[src/rtl/core/uraeng_pkg.sv]
`timescale 1ns / 1ps

package uraeng_pkg;

    // Input operation codes (carried on s_tuser)
    typedef enum logic [1:0] {
        OP_WRITE = 2'd0,
        OP_READ  = 2'd1,
        OP_BYTE  = 2'd2,
        OP_TICK  = 2'd3
    } op_e_t;

    // Result kinds (carried on m_tuser)
    localparam logic [1:0] KIND_TX     = 2'd0;
    localparam logic [1:0] KIND_DATA   = 2'd1;
    localparam logic [1:0] KIND_STATUS = 2'd2;

    // Transaction status codes
    localparam logic [1:0] ST_OK      = 2'd0;
    localparam logic [1:0] ST_TIMEOUT = 2'd1;
    localparam logic [1:0] ST_REJECT  = 2'd2;

    // Protocol bytes
    localparam logic [7:0] START_BYTE   = 8'hAA;
    localparam logic [7:0] DIR_WRITE    = 8'h00;
    localparam logic [7:0] DIR_READ     = 8'h01;
    localparam logic [7:0] WR_LEN_BYTE  = 8'h01;
    localparam logic [7:0] ACK_HDR_BYTE = 8'hEE;
    localparam logic [7:0] ACK_OK_BYTE  = 8'h01;
    localparam logic [7:0] RD_HDR_BYTE  = 8'hBB;

    // Timeout register
    localparam int         TO_W          = 16;
    localparam logic [15:0] TIMEOUT_RESET = 16'd20;

    // Command queue between front and back
    localparam int Q_PTR_W = 2;
    localparam int Q_DEPTH = 1 << Q_PTR_W;

    // Engine phase
    typedef enum logic [1:0] {
        PH_IDLE    = 2'd0,
        PH_WR_ACK  = 2'd1,
        PH_RD_HDR  = 2'd2,
        PH_RD_DATA = 2'd3
    } phase_t;

    // Command kinds queued for the back end
    typedef enum logic [1:0] {
        CMD_WRITE  = 2'd0,
        CMD_READ   = 2'd1,
        CMD_DATA   = 2'd2,
        CMD_STATUS = 2'd3
    } cmd_kind_t;

    // One queued command: a = addr / data byte / status, b = wdata / len
    typedef struct packed {
        cmd_kind_t  kind;
        logic [7:0] a;
        logic [7:0] b;
        logic       last;
    } cmd_t;

endpackage

[src/rtl/core/uraeng_fifo.sv]
`timescale 1ns / 1ps

module uraeng_fifo (
    input  logic                clk,
    input  logic                rst_n,
    input  logic                push,
    input  uraeng_pkg::cmd_t    push_cmd,
    output logic                full,
    input  logic                pop,
    output uraeng_pkg::cmd_t    head_cmd,
    output logic                empty
);
    import uraeng_pkg::*;

    cmd_t                q_reg [Q_DEPTH];
    logic [Q_PTR_W-1:0]  wr_ptr_reg;
    logic [Q_PTR_W-1:0]  wr_ptr_next;
    logic [Q_PTR_W-1:0]  rd_ptr_reg;
    logic [Q_PTR_W-1:0]  rd_ptr_next;
    logic [Q_PTR_W:0]    count_reg;
    logic [Q_PTR_W:0]    count_next;

    assign full     = (count_reg == (Q_PTR_W+1)'(Q_DEPTH));
    assign empty    = (count_reg == '0);
    assign head_cmd = q_reg[rd_ptr_reg];

    // pointer and fill count update
    always_comb
    begin
        wr_ptr_next = push ? wr_ptr_reg + 1'b1 : wr_ptr_reg;
        rd_ptr_next = pop  ? rd_ptr_reg + 1'b1 : rd_ptr_reg;
        count_next  = count_reg;
        if (push && !pop)
        begin
            count_next = count_reg + 1'b1;
        end
        else if (pop && !push)
        begin
            count_next = count_reg - 1'b1;
        end
    end

    always_ff @(posedge clk or negedge rst_n)
    begin
        if (!rst_n)
        begin
            wr_ptr_reg <= '0;
            rd_ptr_reg <= '0;
            count_reg  <= '0;
        end
        else
        begin
            wr_ptr_reg <= wr_ptr_next;
            rd_ptr_reg <= rd_ptr_next;
            count_reg  <= count_next;
        end
    end

    // storage, no reset needed
    always_ff @(posedge clk)
    begin
        if (push)
        begin
            q_reg[wr_ptr_reg] <= push_cmd;
        end
    end

endmodule

[src/rtl/core/uraeng_front.sv]
`timescale 1ns / 1ps

module uraeng_front #(
    parameter int TIMER_BITS = 16
) (
    input  logic                clk,
    input  logic                rst_n,
    input  logic                s_tvalid,
    output logic                s_tready,
    input  logic [1:0]          s_tuser,
    input  logic [31:0]         s_tdata,
    input  logic                cfg_we,
    input  logic [15:0]         cfg_wdata,
    input  logic                q_full,
    output logic                push,
    output uraeng_pkg::cmd_t    push_cmd
);
    import uraeng_pkg::*;

    localparam int CMP_W = (TIMER_BITS > TO_W) ? TIMER_BITS : TO_W;

    phase_t                 phase_reg;
    phase_t                 phase_next;
    logic [7:0]             exp_len_reg;
    logic [7:0]             exp_len_next;
    logic [7:0]             seen_reg;
    logic [7:0]             seen_next;
    logic [TIMER_BITS-1:0]  timer_reg;
    logic [TIMER_BITS-1:0]  timer_next;
    logic [7:0]             hdr_reg;
    logic [7:0]             hdr_next;
    logic [TO_W-1:0]        timeout_reg;

    logic                   accept;
    op_e_t                  op;
    logic [7:0]             reg_addr;
    logic [7:0]             write_data;
    logic [7:0]             read_len;
    logic [7:0]             rx_byte;
    logic [TIMER_BITS-1:0]  timer_inc;
    logic                   timed_out;
    logic [7:0]             seen_inc;

    assign s_tready   = !q_full;
    assign accept     = s_tvalid && s_tready;
    assign op         = op_e_t'(s_tuser);
    assign reg_addr   = s_tdata[7:0];
    assign write_data = s_tdata[15:8];
    assign read_len   = s_tdata[23:16];
    assign rx_byte    = s_tdata[31:24];

    // timeout check: saturated count, or incremented count above the limit
    assign timer_inc = timer_reg + 1'b1;
    assign timed_out = (&timer_reg) || (CMP_W'(timer_inc) > CMP_W'(timeout_reg));
    assign seen_inc  = seen_reg + 8'd1;

    // timeout register
    always_ff @(posedge clk or negedge rst_n)
    begin
        if (!rst_n)
        begin
            timeout_reg <= TIMEOUT_RESET;
        end
        else if (cfg_we)
        begin
            timeout_reg <= cfg_wdata;
        end
    end

    // protocol state
    always_ff @(posedge clk or negedge rst_n)
    begin
        if (!rst_n)
        begin
            phase_reg   <= PH_IDLE;
            exp_len_reg <= '0;
            seen_reg    <= '0;
            timer_reg   <= '0;
            hdr_reg     <= '0;
        end
        else
        begin
            phase_reg   <= phase_next;
            exp_len_reg <= exp_len_next;
            seen_reg    <= seen_next;
            timer_reg   <= timer_next;
            hdr_reg     <= hdr_next;
        end
    end

    // classify the item, update state, queue a command
    always_comb
    begin
        phase_next   = phase_reg;
        exp_len_next = exp_len_reg;
        seen_next    = seen_reg;
        timer_next   = timer_reg;
        hdr_next     = hdr_reg;
        push         = 1'b0;
        push_cmd     = '{kind: CMD_STATUS, a: 8'd0, b: 8'd0, last: 1'b1};

        if (accept)
        begin
            unique case (op)
                OP_WRITE, OP_READ:
                begin
                    if (phase_reg == PH_IDLE)
                    begin
                        push       = 1'b1;
                        seen_next  = '0;
                        timer_next = '0;
                        push_cmd.a = reg_addr;
                        if (op == OP_WRITE)
                        begin
                            push_cmd.kind = CMD_WRITE;
                            push_cmd.b    = write_data;
                            phase_next    = PH_WR_ACK;
                        end
                        else
                        begin
                            push_cmd.kind = CMD_READ;
                            push_cmd.b    = read_len;
                            exp_len_next  = read_len;
                            phase_next    = PH_RD_HDR;
                        end
                    end
                end
                OP_TICK:
                begin
                    if (phase_reg != PH_IDLE)
                    begin
                        if (timed_out)
                        begin
                            push       = 1'b1;
                            push_cmd.a = {6'd0, ST_TIMEOUT};
                            phase_next = PH_IDLE;
                            seen_next  = '0;
                            timer_next = '0;
                        end
                        else
                        begin
                            timer_next = timer_inc;
                        end
                    end
                end
                OP_BYTE:
                begin
                    unique case (phase_reg)
                        PH_IDLE:
                        begin
                        end
                        PH_WR_ACK, PH_RD_HDR:
                        begin
                            if (seen_reg == 8'd0)
                            begin
                                hdr_next  = rx_byte;
                                seen_next = 8'd1;
                            end
                            else if (phase_reg == PH_WR_ACK)
                            begin
                                push       = 1'b1;
                                push_cmd.a = {6'd0,
                                    ((hdr_reg == ACK_HDR_BYTE) && (rx_byte == ACK_OK_BYTE))
                                    ? ST_OK : ST_REJECT};
                                phase_next = PH_IDLE;
                                seen_next  = '0;
                                timer_next = '0;
                            end
                            else if ((hdr_reg != RD_HDR_BYTE) || (rx_byte != exp_len_reg))
                            begin
                                push       = 1'b1;
                                push_cmd.a = {6'd0, ST_REJECT};
                                phase_next = PH_IDLE;
                                seen_next  = '0;
                                timer_next = '0;
                            end
                            else if (exp_len_reg == 8'd0)
                            begin
                                push       = 1'b1;
                                push_cmd.a = {6'd0, ST_OK};
                                phase_next = PH_IDLE;
                                seen_next  = '0;
                                timer_next = '0;
                            end
                            else
                            begin
                                // header accepted, restart the wait
                                phase_next = PH_RD_DATA;
                                seen_next  = '0;
                                timer_next = '0;
                            end
                        end
                        PH_RD_DATA:
                        begin
                            push          = 1'b1;
                            push_cmd.kind = CMD_DATA;
                            push_cmd.a    = rx_byte;
                            if (seen_inc == exp_len_reg)
                            begin
                                push_cmd.last = 1'b1;
                                phase_next    = PH_IDLE;
                                seen_next     = '0;
                                timer_next    = '0;
                            end
                            else
                            begin
                                push_cmd.last = 1'b0;
                                seen_next     = seen_inc;
                            end
                        end
                        default:
                        begin
                        end
                    endcase
                end
                default:
                begin
                end
            endcase
        end
    end

    // a command is only queued for an accepted item, never into a full queue
    a_push_on_accept: assert property (@(posedge clk) disable iff (!rst_n)
        push |-> (accept && !q_full))
        else $error("command queued without an accepted item");

    // idle engine keeps its wait timer cleared
    a_idle_timer: assert property (@(posedge clk) disable iff (!rst_n)
        (phase_reg == PH_IDLE) |-> (timer_reg == '0))
        else $error("wait timer nonzero while idle");

    // data phase only entered with a nonzero length
    a_data_len: assert property (@(posedge clk) disable iff (!rst_n)
        (phase_reg == PH_RD_DATA) |-> (exp_len_reg != 8'd0))
        else $error("data phase with zero length");

    // header phases see at most one stored header byte
    a_hdr_count: assert property (@(posedge clk) disable iff (!rst_n)
        ((phase_reg == PH_WR_ACK) || (phase_reg == PH_RD_HDR)) |-> (seen_reg <= 8'd1))
        else $error("header byte count out of range");

endmodule

[src/rtl/core/uraeng_back.sv]
`timescale 1ns / 1ps

module uraeng_back (
    input  logic                clk,
    input  logic                rst_n,
    input  uraeng_pkg::cmd_t    head_cmd,
    input  logic                q_empty,
    output logic                pop,
    output logic                m_tvalid,
    input  logic                m_tready,
    output logic [1:0]          m_tuser,
    output logic [15:0]         m_tdata,
    output logic                m_tlast
);
    import uraeng_pkg::*;

    logic [2:0] idx_reg;
    logic [2:0] idx_next;
    logic [7:0] value;
    logic [1:0] status;
    logic       last_item;
    logic       out_acc;

    assign m_tvalid = !q_empty;
    assign out_acc  = m_tvalid && m_tready;
    assign pop      = out_acc && last_item;
    assign m_tdata  = {6'd0, status, value};

    // expand the head command into output items
    always_comb
    begin
        m_tuser   = KIND_TX;
        value     = 8'd0;
        status    = ST_OK;
        m_tlast   = 1'b0;
        last_item = 1'b1;
        unique case (head_cmd.kind)
            CMD_WRITE:
            begin
                last_item = (idx_reg == 3'd4);
                m_tlast   = last_item;
                unique case (idx_reg)
                    3'd0:    value = START_BYTE;
                    3'd1:    value = DIR_WRITE;
                    3'd2:    value = head_cmd.a;
                    3'd3:    value = WR_LEN_BYTE;
                    default: value = head_cmd.b;
                endcase
            end
            CMD_READ:
            begin
                last_item = (idx_reg == 3'd3);
                m_tlast   = last_item;
                unique case (idx_reg)
                    3'd0:    value = START_BYTE;
                    3'd1:    value = DIR_READ;
                    3'd2:    value = head_cmd.a;
                    default: value = head_cmd.b;
                endcase
            end
            CMD_DATA:
            begin
                m_tuser = KIND_DATA;
                value   = head_cmd.a;
                m_tlast = head_cmd.last;
            end
            CMD_STATUS:
            begin
                m_tuser = KIND_STATUS;
                status  = head_cmd.a[1:0];
                m_tlast = 1'b1;
            end
            default:
            begin
            end
        endcase
    end

    // position within the current command
    always_comb
    begin
        idx_next = idx_reg;
        if (pop)
        begin
            idx_next = '0;
        end
        else if (out_acc)
        begin
            idx_next = idx_reg + 3'd1;
        end
    end

    always_ff @(posedge clk or negedge rst_n)
    begin
        if (!rst_n)
        begin
            idx_reg <= '0;
        end
        else
        begin
            idx_reg <= idx_next;
        end
    end

endmodule

[src/rtl/core/uart_register_access_engine_unit.sv]
`timescale 1ns / 1ps

// Channel   Dir  Handshake            Payload
// s_*       in   s_tvalid/s_tready    tuser: op; tdata: reg_addr, write_data, read_len, rx_byte
// m_*       out  m_tvalid/m_tready    tuser: kind; tdata: value, status; tlast: last
// cfg_*     in   cfg_we               cfg_wdata: timeout_ticks
//
// An input item is taken every cycle while the 4-entry command queue has room.
// A write request yields 5 output items, a read request 4, other results 1;
// the back end sends one output item per cycle while m_tready is high, so its output rate sets the pace.
// An accepted input item's command is registered in the command queue before its first output item is sent.
// rst_n clears protocol state and the queue at once; timeout_ticks resets to 20.
// A stalled output fills the queue; s_tready drops only when the queue is full.

module uart_register_access_engine_unit #(
    parameter int TIMER_BITS = 16
) (
    input  logic        clk,
    input  logic        rst_n,
    input  logic        s_tvalid,
    output logic        s_tready,
    input  logic [1:0]  s_tuser,    // op
    input  logic [31:0] s_tdata,    // reg_addr, write_data, read_len, rx_byte
    output logic        m_tvalid,
    input  logic        m_tready,
    output logic [1:0]  m_tuser,    // kind
    output logic [15:0] m_tdata,    // value, status, zero pad
    output logic        m_tlast,
    input  logic        cfg_we,
    input  logic [15:0] cfg_wdata   // timeout_ticks
);
    import uraeng_pkg::*;

    cmd_t push_cmd;
    cmd_t head_cmd;
    logic push;
    logic pop;
    logic q_full;
    logic q_empty;

    uraeng_front #(
        .TIMER_BITS (TIMER_BITS)
    ) u_front (
        .clk       (clk),
        .rst_n     (rst_n),
        .s_tvalid  (s_tvalid),
        .s_tready  (s_tready),
        .s_tuser   (s_tuser),
        .s_tdata   (s_tdata),
        .cfg_we    (cfg_we),
        .cfg_wdata (cfg_wdata),
        .q_full    (q_full),
        .push      (push),
        .push_cmd  (push_cmd)
    );

    uraeng_fifo u_fifo (
        .clk      (clk),
        .rst_n    (rst_n),
        .push     (push),
        .push_cmd (push_cmd),
        .full     (q_full),
        .pop      (pop),
        .head_cmd (head_cmd),
        .empty    (q_empty)
    );

    uraeng_back u_back (
        .clk      (clk),
        .rst_n    (rst_n),
        .head_cmd (head_cmd),
        .q_empty  (q_empty),
        .pop      (pop),
        .m_tvalid (m_tvalid),
        .m_tready (m_tready),
        .m_tuser  (m_tuser),
        .m_tdata  (m_tdata),
        .m_tlast  (m_tlast)
    );

endmodule
[config.mk]
export PLATFORM = sky130hd
export DESIGN_NAME = uart_register_access_engine_unit
export DESIGN_NICKNAME = d
export VERILOG_FILES = /design/src/rtl/core/uraeng_pkg.sv /design/src/rtl/core/uraeng_fifo.sv /design/src/rtl/core/uraeng_front.sv /design/src/rtl/core/uraeng_back.sv /design/src/rtl/core/uart_register_access_engine_unit.sv
export SDC_FILE = /design/constraint.sdc
export NUM_CORES = 1
export LEC_CHECK = 0
export ABC_CLOCK_PERIOD_IN_PS = 4270
export BUFFER_PORTS_ARGS = -buffer_cell sky130_fd_sc_hd__buf_4
export CAP_MARGIN = 20
export CORE_MARGIN = 3
export CORE_UTILIZATION = 45
export DETAILED_ROUTE_END_ITERATION = 12
export PLACE_DENSITY = 0.66
export SLEW_MARGIN = 10
export SYNTH_ARGS = -nofsm -noshare
export SYNTH_HDL_FRONTEND = slang
export SYNTH_HIERARCHICAL = 1
export SYNTH_SLANG_ARGS = --single-unit
[constraint.sdc]
create_clock -name clk -period 4.27 [get_ports clk]
set_clock_uncertainty 0.05 [all_clocks]
set_input_delay 0.427 -clock clk [delete_from_list [all_inputs] [get_ports clk]]
set_output_delay 0.427 -clock clk [all_outputs]
set_load 0.02 [all_outputs]
==> flow_metrics.env <==
export IMPL_critPathRequiredTime_ns=4.56
export IMPL_layout_nets=848
export IMPL_die_area_um2=19100
export IMPL_worst_slew_pin_slew_ns=0.892
export IMPL_io_buffers=69
export IMPL_r2r_end="u_fifo/count_reg[2]"
export IMPL_cp_startpoint="u_front/timer_reg[2]"
export IMPL_outcome="finished, final reports clean"
export IMPL_setup_tns_ns=0
export IMPL_synth_top_area_share_pct=29.0
export IMPL_cts_tree="built"
export IMPL_syn_area_um2=7870
export IMPL_synth_compound_area_share_pct=12.7
export IMPL_synth_simple_area_share_pct=13.4
export IMPL_slew_headroom_pct=40.5
export IMPL_routed_wl_um=18700
export IMPL_yosysMostFrequentCell="edfxtp_1"
export IMPL_initialDrtViolationCount=332
export IMPL_htreeDepth=4
export IMPL_synth_edf_count=76
export IMPL_cap_violations=0
export IMPL_holdBufCountCts=0
export IMPL_synth_fa_ha_area_share_pct=5.50
export IMPL_antennaDiodeCount=0
export IMPL_root_buffer="clkbuf_16"
export IMPL_drc=0
export IMPL_largest_register_ffs=76
export IMPL_firstDrtPassIters=5
export IMPL_grt_overflow=0
export IMPL_ys_warn_count=6
export IMPL_grt_usage_pct=19.2
export IMPL_cp_endpoint="u_fifo/count_reg[2]"
export IMPL_reg2reg_depth=18
export IMPL_reg2reg_from="u_front/timer_reg[2]"
export IMPL_viasPerCell=5.74
export IMPL_ir_drop_mv=0.413
export IMPL_synth_xor_area_share_pct=3.45
export IMPL_stdcell_count=992
export IMPL_fin_util_pct=55.8
export IMPL_clk_insertion_delay_late_ns=0.42
export IMPL_grt_pass1_wl_um=29700
export IMPL_start_util_pct=46.8
export IMPL_cts_sinks=144
export IMPL_avgSynthCellArea_um2=11.7
export IMPL_crit_path_end_kind="flip-flop"
export IMPL_setup_violations=0
export IMPL_synth_top_area_cell="edfxtp_1"
export IMPL_hold_viol=0
export IMPL_rows=47
export IMPL_critPathKind="flip-flop to flip-flop"
export IMPL_crit_path_start_kind="flip-flop"
export IMPL_placed_cells=950
export IMPL_synth_commonest_cells="edfxtp_1, dfrtp_1, nand2_1"
export IMPL_powerDensity_nw_per_um2=584
export IMPL_antenna_found_initial=0
export IMPL_ys_seq_area_share_pct=50.7
export IMPL_cts_buffer_depth=2
export IMPL_min_path_type="input pin to asynchronous set/reset pin"
export IMPL_yosys_register_bits=144
export IMPL_arrival_ns=4.37
export IMPL_synthArstFlopShare_pct=47.2
export IMPL_area_growth_syn_to_layout_pct=19.3
export IMPL_fmaxAchievable_ghz=0.245
export IMPL_ys_flop_type="edfxtp_1"
export IMPL_finalPower_mw=5.48
export IMPL_core_um2=16800
export IMPL_synth_top_family_by_area="simple AND/OR/NAND/NOR gates"
export IMPL_numCtsBuffers=17
export IMPL_clk_pin_slew_worst_paths_ns=0.07
export IMPL_r2r_slack_ns=0.19
export IMPL_grt_pass1_vias=5803
export IMPL_netlist_instances=672
export IMPL_leakage_nw=3.70
export IMPL_dieWidth_um=138
export IMPL_min_period_ns=4.08
export IMPL_synth_area_mux_share_pct=9.91
export IMPL_drv_slew=0
export IMPL_period_share_pct=95.6
export IMPL_hpwl_um=13500
export IMPL_postRouteAntennaNets=0
export IMPL_vias=5698
export IMPL_cp_max_fo=5
export IMPL_grt_max_degree=69
export IMPL_die_h_um=138
export IMPL_place_congestion=0.889
export IMPL_yosysUniqueCellTypes=82
export IMPL_synthTopCellsByArea="edfxtp_1, dfrtp_1, ha_1, mux4_2, nand2_1"
export IMPL_wl_per_cell_um=18.8
export IMPL_drive_above_1_share_pct=25.0
export IMPL_io_pins=76
[where the power goes]
group / switching, mW / leakage, nW / internal [mW]
clock network: 0.663 / 0.287 / 0.785
logic: 1.17 / 1.86 / 0.948
registers: 0.190 / 1.55 / 1.72
[logic make-up after synthesis]
kind of cell,after synthesis
simple gates,199
fa+ha+maj,34
compound gates,137
other cells,1
flops,144
buf+inv,75
xor+xnor,31
mux,51
[worst min path at each step]
stage / slack [ns] / from / endpoint
final: 0.08 / rst_n / u_front/timer_reg[4]
after global routing: 0.14 / rst_n / u_front/timer_reg[1]
after CTS: 0.11 / rst_n / u_front/timer_reg[4]
after detailed placement: 0.44 / u_front/hdr_reg[1] / u_front/hdr_reg[1]
after global placement: 0.42 / u_fifo/count_reg[2] / u_fifo/count_reg[2]
after floorplan: 0.08 / rst_n / u_back/idx_reg[0]
[stage by stage]
| stage | hold slack (ns) | cell area (um2) | worst slack [ns] |
|---|---|---|---|
| final | 0.0754 | 9380 | 0.186 |
| after global routing | 0.144 | 9380 | -0.0229 |
| after CTS | 0.114 | 9230 | 0.0784 |
| after detailed placement | 0.436 | 8630 | 0.102 |
| after global placement | 0.424 | 8630 | 0.225 |
| after floorplan | 0.0814 | 7900 | 0.0880 |
[worst max-delay path: stages (launching register included)]
cell and delay (ns):
dfrtp_1 0.41, and3_4 0.23, nand4_1 0.15, or2_4 0.30, nor2_2 0.14, xnor2_1 0.08, ha_1 0.30, nand4_1 0.22
buf_4 0.22, o2bb2ai_2 0.17, o31ai_2 0.10, a211o_1 0.33, a31oi_2 0.17, ha_2 0.22, inv_1 0.06, fa_1 0.43
xor2_1 0.17, nor2_1 0.11, xor2_1 0.15
[repair_timing]
| item | CTS | global route |
|---|---|---|
| gates resized for setup | 0 | 20 |
| buffers inserted | 0 | 10 |
| setup endpoints to repair | 0 | 2 |
[layout by cell type (no fill, tap or decap), drive strengths merged, types with 7 or more instances in the layout]
cell / count
a21oi: 19
a22o: 10
and2: 8
and3: 8
buf: 95
clkbuf: 17
clkinv: 9
dfrtp: 66
edfxtp: 76
ha: 33
inv: 48
mux2: 22
mux2i: 10
mux4: 19
nand2: 64
nand3: 18
nand4: 13
nor2: 28
nor2b: 7
nor3: 10
o211ai: 7
o21ai: 32
o22ai: 8
or3: 7
xnor2: 23
xor2: 8
[area by class of cell]
cell class / count / area (um2)
clock inverters: 15 / 170
inverters: 43 / 161
well taps: 220 / 275
flip-flops and latches: 144 / 3990
clock buffers: 17 / 425
fillers: 1387 / 7430
multi-input cells: 458 / 3650
repair buffers: 95 / 713
[layer usage]
metal	vias to the layer above	track usage, %	wire length [um]
li1	2684	-	-
met1	2822	25.5	8230
met2	178	32.4	9390
met3	14	3.94	836
met4	0	5.20	205
met5	-	0	0
(Power assumes the default switching activity.)
